**src/sv/gpr_pkg.sv**
```systemverilog
// Shared types and constants for the gamepad poll responder.
package gpr_pkg;

   localparam logic [7:0] CMD_IDENT     = 8'h00;
   localparam logic [7:0] CMD_RESET     = 8'hFF;
   localparam logic [7:0] CMD_POLL      = 8'h40;
   localparam logic [7:0] CMD_ORIGIN    = 8'h41;
   localparam logic [7:0] CMD_CALIBRATE = 8'h42;
   localparam logic [7:0] CMD_POLL_LONG = 8'h43;

   localparam logic [7:0] PACK_MODE1 = 8'd1;
   localparam logic [7:0] PACK_MODE2 = 8'd2;
   localparam logic [7:0] PACK_MODE3 = 8'd3;
   localparam logic [7:0] PACK_MODE4 = 8'd4;

   localparam logic REG_RUMBLE_EN   = 1'b0;
   localparam logic REG_TRIG_THRESH = 1'b1;

   localparam logic [7:0] TRIG_THRESH_RESET = 8'h30;
   localparam logic [7:0] HI_NIBBLE         = 8'hF0;
   localparam logic [7:0] BTN_TRIG_R        = 8'h20;
   localparam logic [7:0] BTN_TRIG_L        = 8'h40;

   localparam int unsigned REPLY_MAX = 10;

   localparam logic [3:0] LEN_NONE  = 4'd0;
   localparam logic [3:0] LEN_IDENT = 4'd3;
   localparam logic [3:0] LEN_POLL  = 4'd8;
   localparam logic [3:0] LEN_LONG  = 4'd10;

   localparam logic [2:0][7:0] IDENT_BYTES = {8'h20, 8'h00, 8'h09};
   localparam logic [REPLY_MAX-1:0][7:0] NEUTRAL_BYTES =
      {8'h00, 8'h00, 8'h20, 8'h20, 8'h80, 8'h80, 8'h80, 8'h80, 8'h80, 8'h00};

   typedef struct packed {
      logic [REPLY_MAX-1:0][7:0] data;
      logic [3:0]                len;
      logic                      clear_origin;
      logic                      rumble_changed;
      logic                      rumble_on;
   } reply_type;

   typedef struct packed {
      logic [1:0] left_cnt;
      logic [1:0] right_cnt;
      logic       rumble;
   } port_state_type;

endpackage

```
**src/sv/gpr_reply_build.sv**
```systemverilog
// Builds the full reply and the next port state for one command.
module gpr_reply_build
   import gpr_pkg::*;
(
   input  logic           port_ok,
   input  logic [7:0]     command,
   input  logic [7:0]     mode_byte,
   input  logic           rumble_req,
   input  logic [15:0]    buttons,
   input  logic [15:0]    button_keep_mask,
   input  logic [47:0]    axes,
   input  logic [47:0]    axis_overrides,
   input  logic           rumble_en,
   input  logic [7:0]     trigger_threshold,
   input  port_state_type cur_state,
   output reply_type      reply,
   output logic           state_we,
   output port_state_type next_state
);

   logic [5:0][7:0] axis_raw;
   logic [5:0][7:0] axis_ovr;
   logic [5:0][7:0] axis_val;
   logic [5:0][7:0] axis_pack;
   logic [15:0]     btn;
   logic [7:0]      btn_hi;
   logic            is_poll;

   assign axis_raw = axes;
   assign axis_ovr = axis_overrides;
   assign btn      = buttons & button_keep_mask;

   always_comb begin
      for (int i = 0; i < 6; i++) begin
         axis_val[i] = (axis_ovr[i] != 8'h00) ? axis_ovr[i] : axis_raw[i];
      end
   end

   // digital trigger bits stay masked until two polls in a row are above threshold
   always_comb begin
      btn_hi = btn[15:8];
      if (cur_state.right_cnt < 2'd2) begin
         btn_hi = btn_hi & ~BTN_TRIG_R;
      end
      if (cur_state.left_cnt < 2'd2) begin
         btn_hi = btn_hi & ~BTN_TRIG_L;
      end
   end

   always_comb begin
      axis_pack = axis_val;
      if (command != CMD_POLL_LONG) begin
         unique case (mode_byte)
            PACK_MODE1: begin
               axis_pack[2] = (axis_val[2] & HI_NIBBLE) | (axis_val[3] >> 4);
               axis_pack[3] = axis_val[4];
               axis_pack[4] = axis_val[5];
               axis_pack[5] = 8'h00;
            end
            PACK_MODE2: begin
               axis_pack[2] = (axis_val[2] & HI_NIBBLE) | (axis_val[3] >> 4);
               axis_pack[3] = (axis_val[4] & HI_NIBBLE) | (axis_val[5] >> 4);
               axis_pack[4] = 8'h00;
               axis_pack[5] = 8'h00;
            end
            PACK_MODE3: begin
               axis_pack = axis_val;
            end
            PACK_MODE4: begin
               axis_pack[4] = 8'h00;
               axis_pack[5] = 8'h00;
            end
            default: begin
               axis_pack[4] = (axis_val[4] & HI_NIBBLE) | (axis_val[5] >> 4);
               axis_pack[5] = 8'h00;
            end
         endcase
      end
   end

   always_comb begin
      reply   = '0;
      is_poll = 1'b0;
      if (port_ok) begin
         unique case (command)
            CMD_IDENT, CMD_RESET: begin
               reply.data[2:0] = IDENT_BYTES;
               reply.len       = LEN_IDENT;
            end
            CMD_ORIGIN, CMD_CALIBRATE: begin
               reply.data         = NEUTRAL_BYTES;
               reply.len          = LEN_LONG;
               reply.clear_origin = 1'b1;
            end
            CMD_POLL, CMD_POLL_LONG: begin
               is_poll         = 1'b1;
               reply.data[0]   = btn[7:0];
               reply.data[1]   = btn_hi;
               reply.data[7:2] = axis_pack;
               reply.len       = (command == CMD_POLL_LONG) ? LEN_LONG : LEN_POLL;
               reply.rumble_changed = rumble_en && (cur_state.rumble != rumble_req);
               reply.rumble_on      = rumble_en && (cur_state.rumble != rumble_req)
                                      && rumble_req;
            end
            default: begin
               reply = '0;
            end
         endcase
      end
   end

   // trigger counts saturate at two; rumble state follows the request on enabled ports
   always_comb begin
      next_state = cur_state;
      if (axis_val[4] > trigger_threshold) begin
         if (cur_state.left_cnt < 2'd2) begin
            next_state.left_cnt = cur_state.left_cnt + 2'd1;
         end
      end else begin
         next_state.left_cnt = 2'd0;
      end
      if (axis_val[5] > trigger_threshold) begin
         if (cur_state.right_cnt < 2'd2) begin
            next_state.right_cnt = cur_state.right_cnt + 2'd1;
         end
      end else begin
         next_state.right_cnt = 2'd0;
      end
      if (rumble_en) begin
         next_state.rumble = rumble_req;
      end
   end

   assign state_we = is_poll;

endmodule

```
**src/sv/gamepad_poll_responder_top.sv**
```systemverilog
// Top level of the gamepad poll responder.
//
// Input channel (req_*): one received command per transaction with the port
// number and the live pad state. Result channel (rsp_*): one reply byte per
// transaction, in send order, with rsp_last_byte on the final byte of a reply.
// Configuration (csr_*): write-only registers, index 0 rumble enable per port,
// index 1 trigger threshold; write only while no reply is pending.
// The command is registered in the input register and then in the reply
// buffer, which drives the reply bytes. A reply streams one byte per cycle
// while rsp_stall is low: 3 bytes for identity, 8 for a short poll, 10 for a
// long poll or origin command. The input register holds the next command while
// the reply buffer drains, so a command is taken every cycle until the buffer
// is busy; the buffer takes a new reply only as its last byte leaves.
// Commands with no reply, or for a port beyond NUM_PORTS, are dropped.
// Reset clears all trigger counts, rumble states, both registers to their
// defaults and empties the pipeline. A stall on rsp holds the current byte;
// req_stall rises once the held command cannot move into the reply buffer.
module gamepad_poll_responder_top
   import gpr_pkg::*;
#(
   parameter int NUM_PORTS = 4
) (
   input  logic        clock,
   input  logic        reset,
   input  logic        req_valid,
   output logic        req_stall,
   input  logic [1:0]  req_port,
   input  logic [7:0]  req_command,
   input  logic [7:0]  req_mode_byte,
   input  logic [7:0]  req_rumble_byte,
   input  logic [15:0] req_buttons,
   input  logic [15:0] req_button_keep_mask,
   input  logic [47:0] req_axes,
   input  logic [47:0] req_axis_overrides,
   output logic        rsp_valid,
   input  logic        rsp_stall,
   output logic [7:0]  rsp_response_byte,
   output logic        rsp_last_byte,
   output logic        rsp_clear_origin,
   output logic        rsp_rumble_changed,
   output logic        rsp_rumble_on,
   input  logic        csr_we,
   input  logic        csr_index,
   input  logic [7:0]  csr_wdata
);

   // the port field reaches four ports at most
   localparam int NumLive = (NUM_PORTS < 4) ? NUM_PORTS : 4;

   logic [3:0]     rumble_en_ff;
   logic [7:0]     trig_thresh_ff;
   port_state_type port_state_ff [NumLive];

   logic           s1_valid_ff;
   logic [1:0]     s1_port_ff;
   logic [7:0]     s1_command_ff;
   logic [7:0]     s1_mode_ff;
   logic           s1_rumble_ff;
   logic [15:0]    s1_buttons_ff;
   logic [15:0]    s1_keep_ff;
   logic [47:0]    s1_axes_ff;
   logic [47:0]    s1_ovr_ff;

   logic           buf_valid_ff;
   logic           buf_valid_in;
   reply_type      buf_ff;
   logic [3:0]     idx_ff;
   logic [3:0]     idx_in;

   logic           port_ok;
   port_state_type cur_state;
   port_state_type next_state;
   logic           state_we;
   reply_type      reply;
   logic           buf_last;
   logic           buf_done;
   logic           buf_free;
   logic           s1_adv;
   logic           req_take;

   assign port_ok = 3'(s1_port_ff) < 3'(NumLive);

   always_comb begin
      cur_state = '0;
      for (int p = 0; p < NumLive; p++) begin
         if (s1_port_ff == 2'(p)) begin
            cur_state = port_state_ff[p];
         end
      end
   end

   gpr_reply_build u_build (
      .port_ok           (port_ok),
      .command           (s1_command_ff),
      .mode_byte         (s1_mode_ff),
      .rumble_req        (s1_rumble_ff),
      .buttons           (s1_buttons_ff),
      .button_keep_mask  (s1_keep_ff),
      .axes              (s1_axes_ff),
      .axis_overrides    (s1_ovr_ff),
      .rumble_en         (rumble_en_ff[s1_port_ff]),
      .trigger_threshold (trig_thresh_ff),
      .cur_state         (cur_state),
      .reply             (reply),
      .state_we          (state_we),
      .next_state        (next_state)
   );

   assign buf_last = (idx_ff == buf_ff.len - 4'd1);
   assign buf_done = buf_valid_ff && !rsp_stall && buf_last;
   assign buf_free = !buf_valid_ff || buf_done;
   // a command with no reply drops straight through
   assign s1_adv   = s1_valid_ff && ((reply.len == LEN_NONE) || buf_free);
   assign req_stall = s1_valid_ff && !s1_adv;
   assign req_take  = req_valid && !req_stall;

   always_comb begin
      buf_valid_in = buf_valid_ff;
      idx_in       = idx_ff;
      if (buf_valid_ff && !rsp_stall) begin
         idx_in = idx_ff + 4'd1;
         if (buf_last) begin
            buf_valid_in = 1'b0;
         end
      end
      if (s1_adv && (reply.len != LEN_NONE)) begin
         buf_valid_in = 1'b1;
         idx_in       = 4'd0;
      end
   end

   always_ff @(posedge clock) begin
      if (reset) begin
         rumble_en_ff   <= '0;
         trig_thresh_ff <= TRIG_THRESH_RESET;
      end else if (csr_we) begin
         unique case (csr_index)
            REG_RUMBLE_EN:   rumble_en_ff   <= csr_wdata[3:0];
            REG_TRIG_THRESH: trig_thresh_ff <= csr_wdata;
            default:         rumble_en_ff   <= rumble_en_ff;
         endcase
      end
   end

   always_ff @(posedge clock) begin
      for (int p = 0; p < NumLive; p++) begin
         if (reset) begin
            port_state_ff[p] <= '0;
         end else if (s1_adv && state_we && (s1_port_ff == 2'(p))) begin
            port_state_ff[p] <= next_state;
         end
      end
   end

   always_ff @(posedge clock) begin
      if (reset) begin
         s1_valid_ff <= 1'b0;
      end else if (req_take) begin
         s1_valid_ff <= 1'b1;
      end else if (s1_adv) begin
         s1_valid_ff <= 1'b0;
      end
   end

   always_ff @(posedge clock) begin
      if (req_take) begin
         s1_port_ff    <= req_port;
         s1_command_ff <= req_command;
         s1_mode_ff    <= req_mode_byte;
         s1_rumble_ff  <= req_rumble_byte[0];
         s1_buttons_ff <= req_buttons;
         s1_keep_ff    <= req_button_keep_mask;
         s1_axes_ff    <= req_axes;
         s1_ovr_ff     <= req_axis_overrides;
      end
   end

   always_ff @(posedge clock) begin
      if (reset) begin
         buf_valid_ff <= 1'b0;
         idx_ff       <= '0;
      end else begin
         buf_valid_ff <= buf_valid_in;
         idx_ff       <= idx_in;
      end
   end

   always_ff @(posedge clock) begin
      if (s1_adv && (reply.len != LEN_NONE)) begin
         buf_ff <= reply;
      end
   end

   assign rsp_valid          = buf_valid_ff;
   assign rsp_response_byte  = buf_ff.data[idx_ff];
   assign rsp_last_byte      = buf_last;
   assign rsp_clear_origin   = buf_ff.clear_origin;
   assign rsp_rumble_changed = buf_ff.rumble_changed;
   assign rsp_rumble_on      = buf_ff.rumble_on;

endmodule

```
**config.mk**
```make
export PLATFORM = sky130hd
export DESIGN_NAME = gamepad_poll_responder_top
export DESIGN_NICKNAME = d
export VERILOG_FILES = /design/src/sv/gpr_pkg.sv /design/src/sv/gpr_reply_build.sv /design/src/sv/gamepad_poll_responder_top.sv
export SDC_FILE = /design/constraint.sdc
export NUM_CORES = 1
export LEC_CHECK = 0
export BUFFER_PORTS_ARGS = -buffer_cell sky130_fd_sc_hd__buf_4
export CAP_MARGIN = 20
export CORE_UTILIZATION = 45
export CTS_BUF_LIST = sky130_fd_sc_hd__clkbuf_16
export CTS_CLUSTER_SIZE = 20
export DETAILED_ROUTE_END_ITERATION = 6
export PLACE_DENSITY = 0.71
export SYNTH_ARGS = -nofsm -noshare
export SYNTH_HDL_FRONTEND = slang
export SYNTH_SLANG_ARGS = --single-unit
```
**constraint.sdc**
```tcl
create_clock -name clock -period 5.8 [get_ports clock]
set_clock_uncertainty 0.2 [all_clocks]
set_input_delay 0.58 -clock clock [delete_from_list [all_inputs] [get_ports clock]]
set_output_delay 0.58 -clock clock [all_outputs]
set_load 0.02 [all_outputs]
```
==> run summary <==
- synthesis-to-layout area growth: 23.5%
- Int Power: 3.15 mW
- CP delay by family, top: compound AO/OA/AOI/OAI gates
- count of buffers from port buffering: 174
- post-route setup slack: 2.36 ns
- total clock sinks: 255
- pin count of the biggest net entering global routing: 75
- Power Dens Cells: 304 mW/mm2
- Hold Worst Slack: 0.0128 ns
- #FFs+latches synth: 255
- Setup WS pre-CTS: 2.38 ns
- sum of routed wire length over all layers: 23000 um
- wire length of the first global-routing pass: 35000 um
- width of the chip: 156 um
- Detailed Route Iter0 Violations: 467
- Ant. Diodes: 0
- Max rail drop VDD: 0.175 mV
- share of power burned in registers: 53.0%
- source-to-sink clock delay at the later pin of the worst-skew pair: 0.54 ns
- total area of multi-input combinational cells: 0.00294 mm2
- master cell of the clock root buffer: clkbuf_16
- clock buffer count from CTS: 26
- post-route cell area: 0.0131 mm2
- Rel. slew slack: 33.4%
- setup repair after global routing missed its margin: false
- final cycle utilization of the critical path: 59.3%
- Post-Route Utilization: 57.3%
- total instance count after detailed placement: 1189
- setup violators final: 0
- Finished Layout Cells: 1237
- gpl congestion: 0.857
- clk buf depth: 3
- clock slew at reported path FFs: 0.06 ns
- cells along the critical path: xor2_1 -> nand2_1 -> o31ai_1 -> o211a_4
- total I/O pin count: 182
- standard-cell row count: 55
- die height: 156 um
- floorplan core area: 0.0229 mm2
- biggest fanout along the worst timing path: 74
- switching portion of total power: 21.0%
- power spent charging and discharging nets: 837 uW
- startpoint-to-endpoint class of the critical path: flip-flop to flip-flop
- Max Clk Rate: 291 MHz
- hold-fix buffers at CTS: 0
- vias: 6635
- most common cell after layout, fill and taps aside: edfxtp_1
- number of warnings issued by yosys: 0
- Filler cells: 1803
- half-perimeter wire length of the detailed placement result: 16500 um
- number of cells produced by synthesis: 720
- global-route congestion overflow total: 0
- Total Nets Final: 1092
- slowest cell on the critical path: dfxtp_1
- transition time of the tightest slew-check pin: 0.999 ns
- Avg Inst Size Synth: 14.8 um2
- endpoint arrival time on the critical path: 3.38 ns
- Bufs and invs on worst path: 0
- gr usage total: 18.9%
- dominant synthesized flop cell: edfxtp_1
- count of cell types in the netlist: 60
- max-slew violation count: 0
- fraction of synthesis flops using an asynchronous set or reset pin: 0%
- category of the worst setup path launch point: flip-flop
- layout cells sized above 1: 27.5%
- syn nets: 908
- Critical Path Max Stage Delay: 0.96 ns
- DRC violations left: 0
- number of maximum-capacitance violations: 0
- number of antenna violations at the first check in global routing: 0
- Total Neg Setup Slack: 0 ns
- total chip power: 3.99 mW
- worst hold path class: input port to flip-flop
- mean routed wirelength per cell: 18.6 um
- count of flip-flops with a built-in enable after synthesis: 237
- iteration count of the initial detailed-routing pass: 5
- commonest cells after routing, fill and taps aside: edfxtp_1 (237), buf_4 (178), nor2_1 (61)
- combinational power share: 5.8%
- post-synthesis instance area: 0.0106 mm2
- sequential element share of the synthesized area: 70.3%
- Reg area: 0.00748 mm2
- static power due to leakage: 4.73 nW
- standard cell area after detailed placement: 0.0123 mm2
- buffers inserted by post-CTS timing repair: 0
- # H-tree levels: 1
- Final Critical Period: 3.44 ns
- run status: finished clean
- data required time at the worst endpoint: 5.74 ns
- endpoint type of the worst setup path: flip-flop
- clock tree from TritonCTS: built
- number of nets still failing antenna checks after routing: 0
- Resized Gates After CTS: 0
- vias in the first global route: 6581
- Total Die Area: 0.0243 mm2
- Initial Util: 46.4%
- final count of hold timing violations: 0
- vias per inst: 5.36
- fraction of power consumed by the clock network: 41.2%
[layout make-up]
cell class	count	area share, %
tap	313	2.98
sequential	255	56.9
inverter	34	0.971
timing repair buffer	179	10.3
multi-input combinational	408	22.4
clock inverter	22	1.50
clock buffer	26	4.95
[sequential cells by signal, summed over array words and instances (netlist names)]
name / cells
buf_ff: 67
idx_ff: 4
port_state_ff: 20
rsp_clear_origin: 1
rsp_rumble_changed: 1
rsp_rumble_on: 1
rsp_valid: 1
rumble_en_ff: 4
s1_axes_ff: 48
s1_buttons_ff: 16
s1_command_ff: 8
s1_keep_ff: 16
s1_mode_ff: 8
s1_ovr_ff: 48
s1_port_ff: 2
s1_rumble_ff: 1
s1_valid_ff: 1
trig_thresh_ff: 8
[power groups by stage]
stage | clock, mW | combinational (mW) | sequential [mW]
3_3_place_gp | 0 | 0.227 | 2.15
3_5_place_dp | 0 | 0.232 | 2.16
4_1_cts | 1.67 | 0.233 | 2.12
2_1_floorplan | 0 | 0.108 | 2.15
6_report | 1.64 | 0.230 | 2.12
5_1_grt | 1.74 | 0.252 | 2.12
[synthesized netlist by cell type, drive strengths merged (2+ instances only)]
| master | number | share of area (%) |
|---|---|---|
| a41o | 2 | 0.19 |
| dfxtp | 18 | 3.4 |
| o21ai | 13 | 0.61 |
| xor2 | 5 | 0.41 |
| clkbuf | 16 | 0.56 |
| o22a | 3 | 0.25 |
| inv | 34 | 1.2 |
| buf | 7 | 0.42 |
| a21oi | 46 | 2.2 |
| a221oi | 3 | 0.25 |
| a211oi | 22 | 1.6 |
| nor3 | 16 | 0.75 |
| nor4b | 2 | 0.16 |
| nand4 | 5 | 0.29 |
| o21a | 5 | 0.35 |
| a41oi | 3 | 0.25 |
| nand2b | 3 | 0.18 |
| and2 | 6 | 0.35 |
| xnor2 | 6 | 0.56 |
| nand2 | 49 | 1.7 |
| nand3b | 2 | 0.14 |
| or4 | 8 | 0.67 |
| ha | 20 | 2.4 |
| o31ai | 3 | 0.21 |
| a31oi | 4 | 0.24 |
| nand4b | 2 | 0.16 |
| nor2 | 62 | 2.2 |
| o22ai | 7 | 0.41 |
| mux2i | 16 | 1.5 |
| edfxtp | 237 | 67 |
| mux4 | 22 | 4.7 |
| nand3 | 12 | 0.61 |
| nor4 | 8 | 0.73 |
| o211ai | 4 | 0.28 |
| and3 | 17 | 1.0 |
| a21o | 5 | 0.35 |
| nor2b | 13 | 0.76 |
[layer usage]
layer  vias up  global-route usage, %  share of wire [%]  wire (um)
met4         0                   6.16                2.7        619
met2       257                   31.2                 48      11000
met3        42                   2.69                6.3       1450
met5         -                      0                  0          0
met1      3182                   25.9                 43       9910
li1       3154                      -                  -          -
[worst paths after layout]
kind | from | end | slack (ns) | depth (start not counted)
max | idx_ff[1]$_SDFFE_PP0P_ | buf_ff[8]$_DFFE_PP_ | 2.36 | 4
min | req_axis_overrides[28] | s1_ovr_ff[28]$_DFFE_PP_ | 0.01 | 1
max reg2reg | idx_ff[1]$_SDFFE_PP0P_ | buf_ff[8]$_DFFE_PP_ | 2.36 | 4
min reg2reg | trig_thresh_ff[2]$_SDFFE_PP0P_ | trig_thresh_ff[2]$_SDFFE_PP0P_ | 0.27 | 2
[cell families after synthesis]
| kind of cell | after synthesis | share of synthesized area [%] |
|---|---|---|
| adders and majority gates | 20 | 2.35 |
| buffers and inverters | 57 | 2.19 |
| AOI/OAI and AO/OA | 128 | 7.79 |
| xor gates and xnor gates | 11 | 0.976 |
| DFF | 255 | 70.3 |
| muxes | 39 | 6.27 |
| and+or+nand+nor | 210 | 10.1 |
Power figures use the tool's default switching activity.
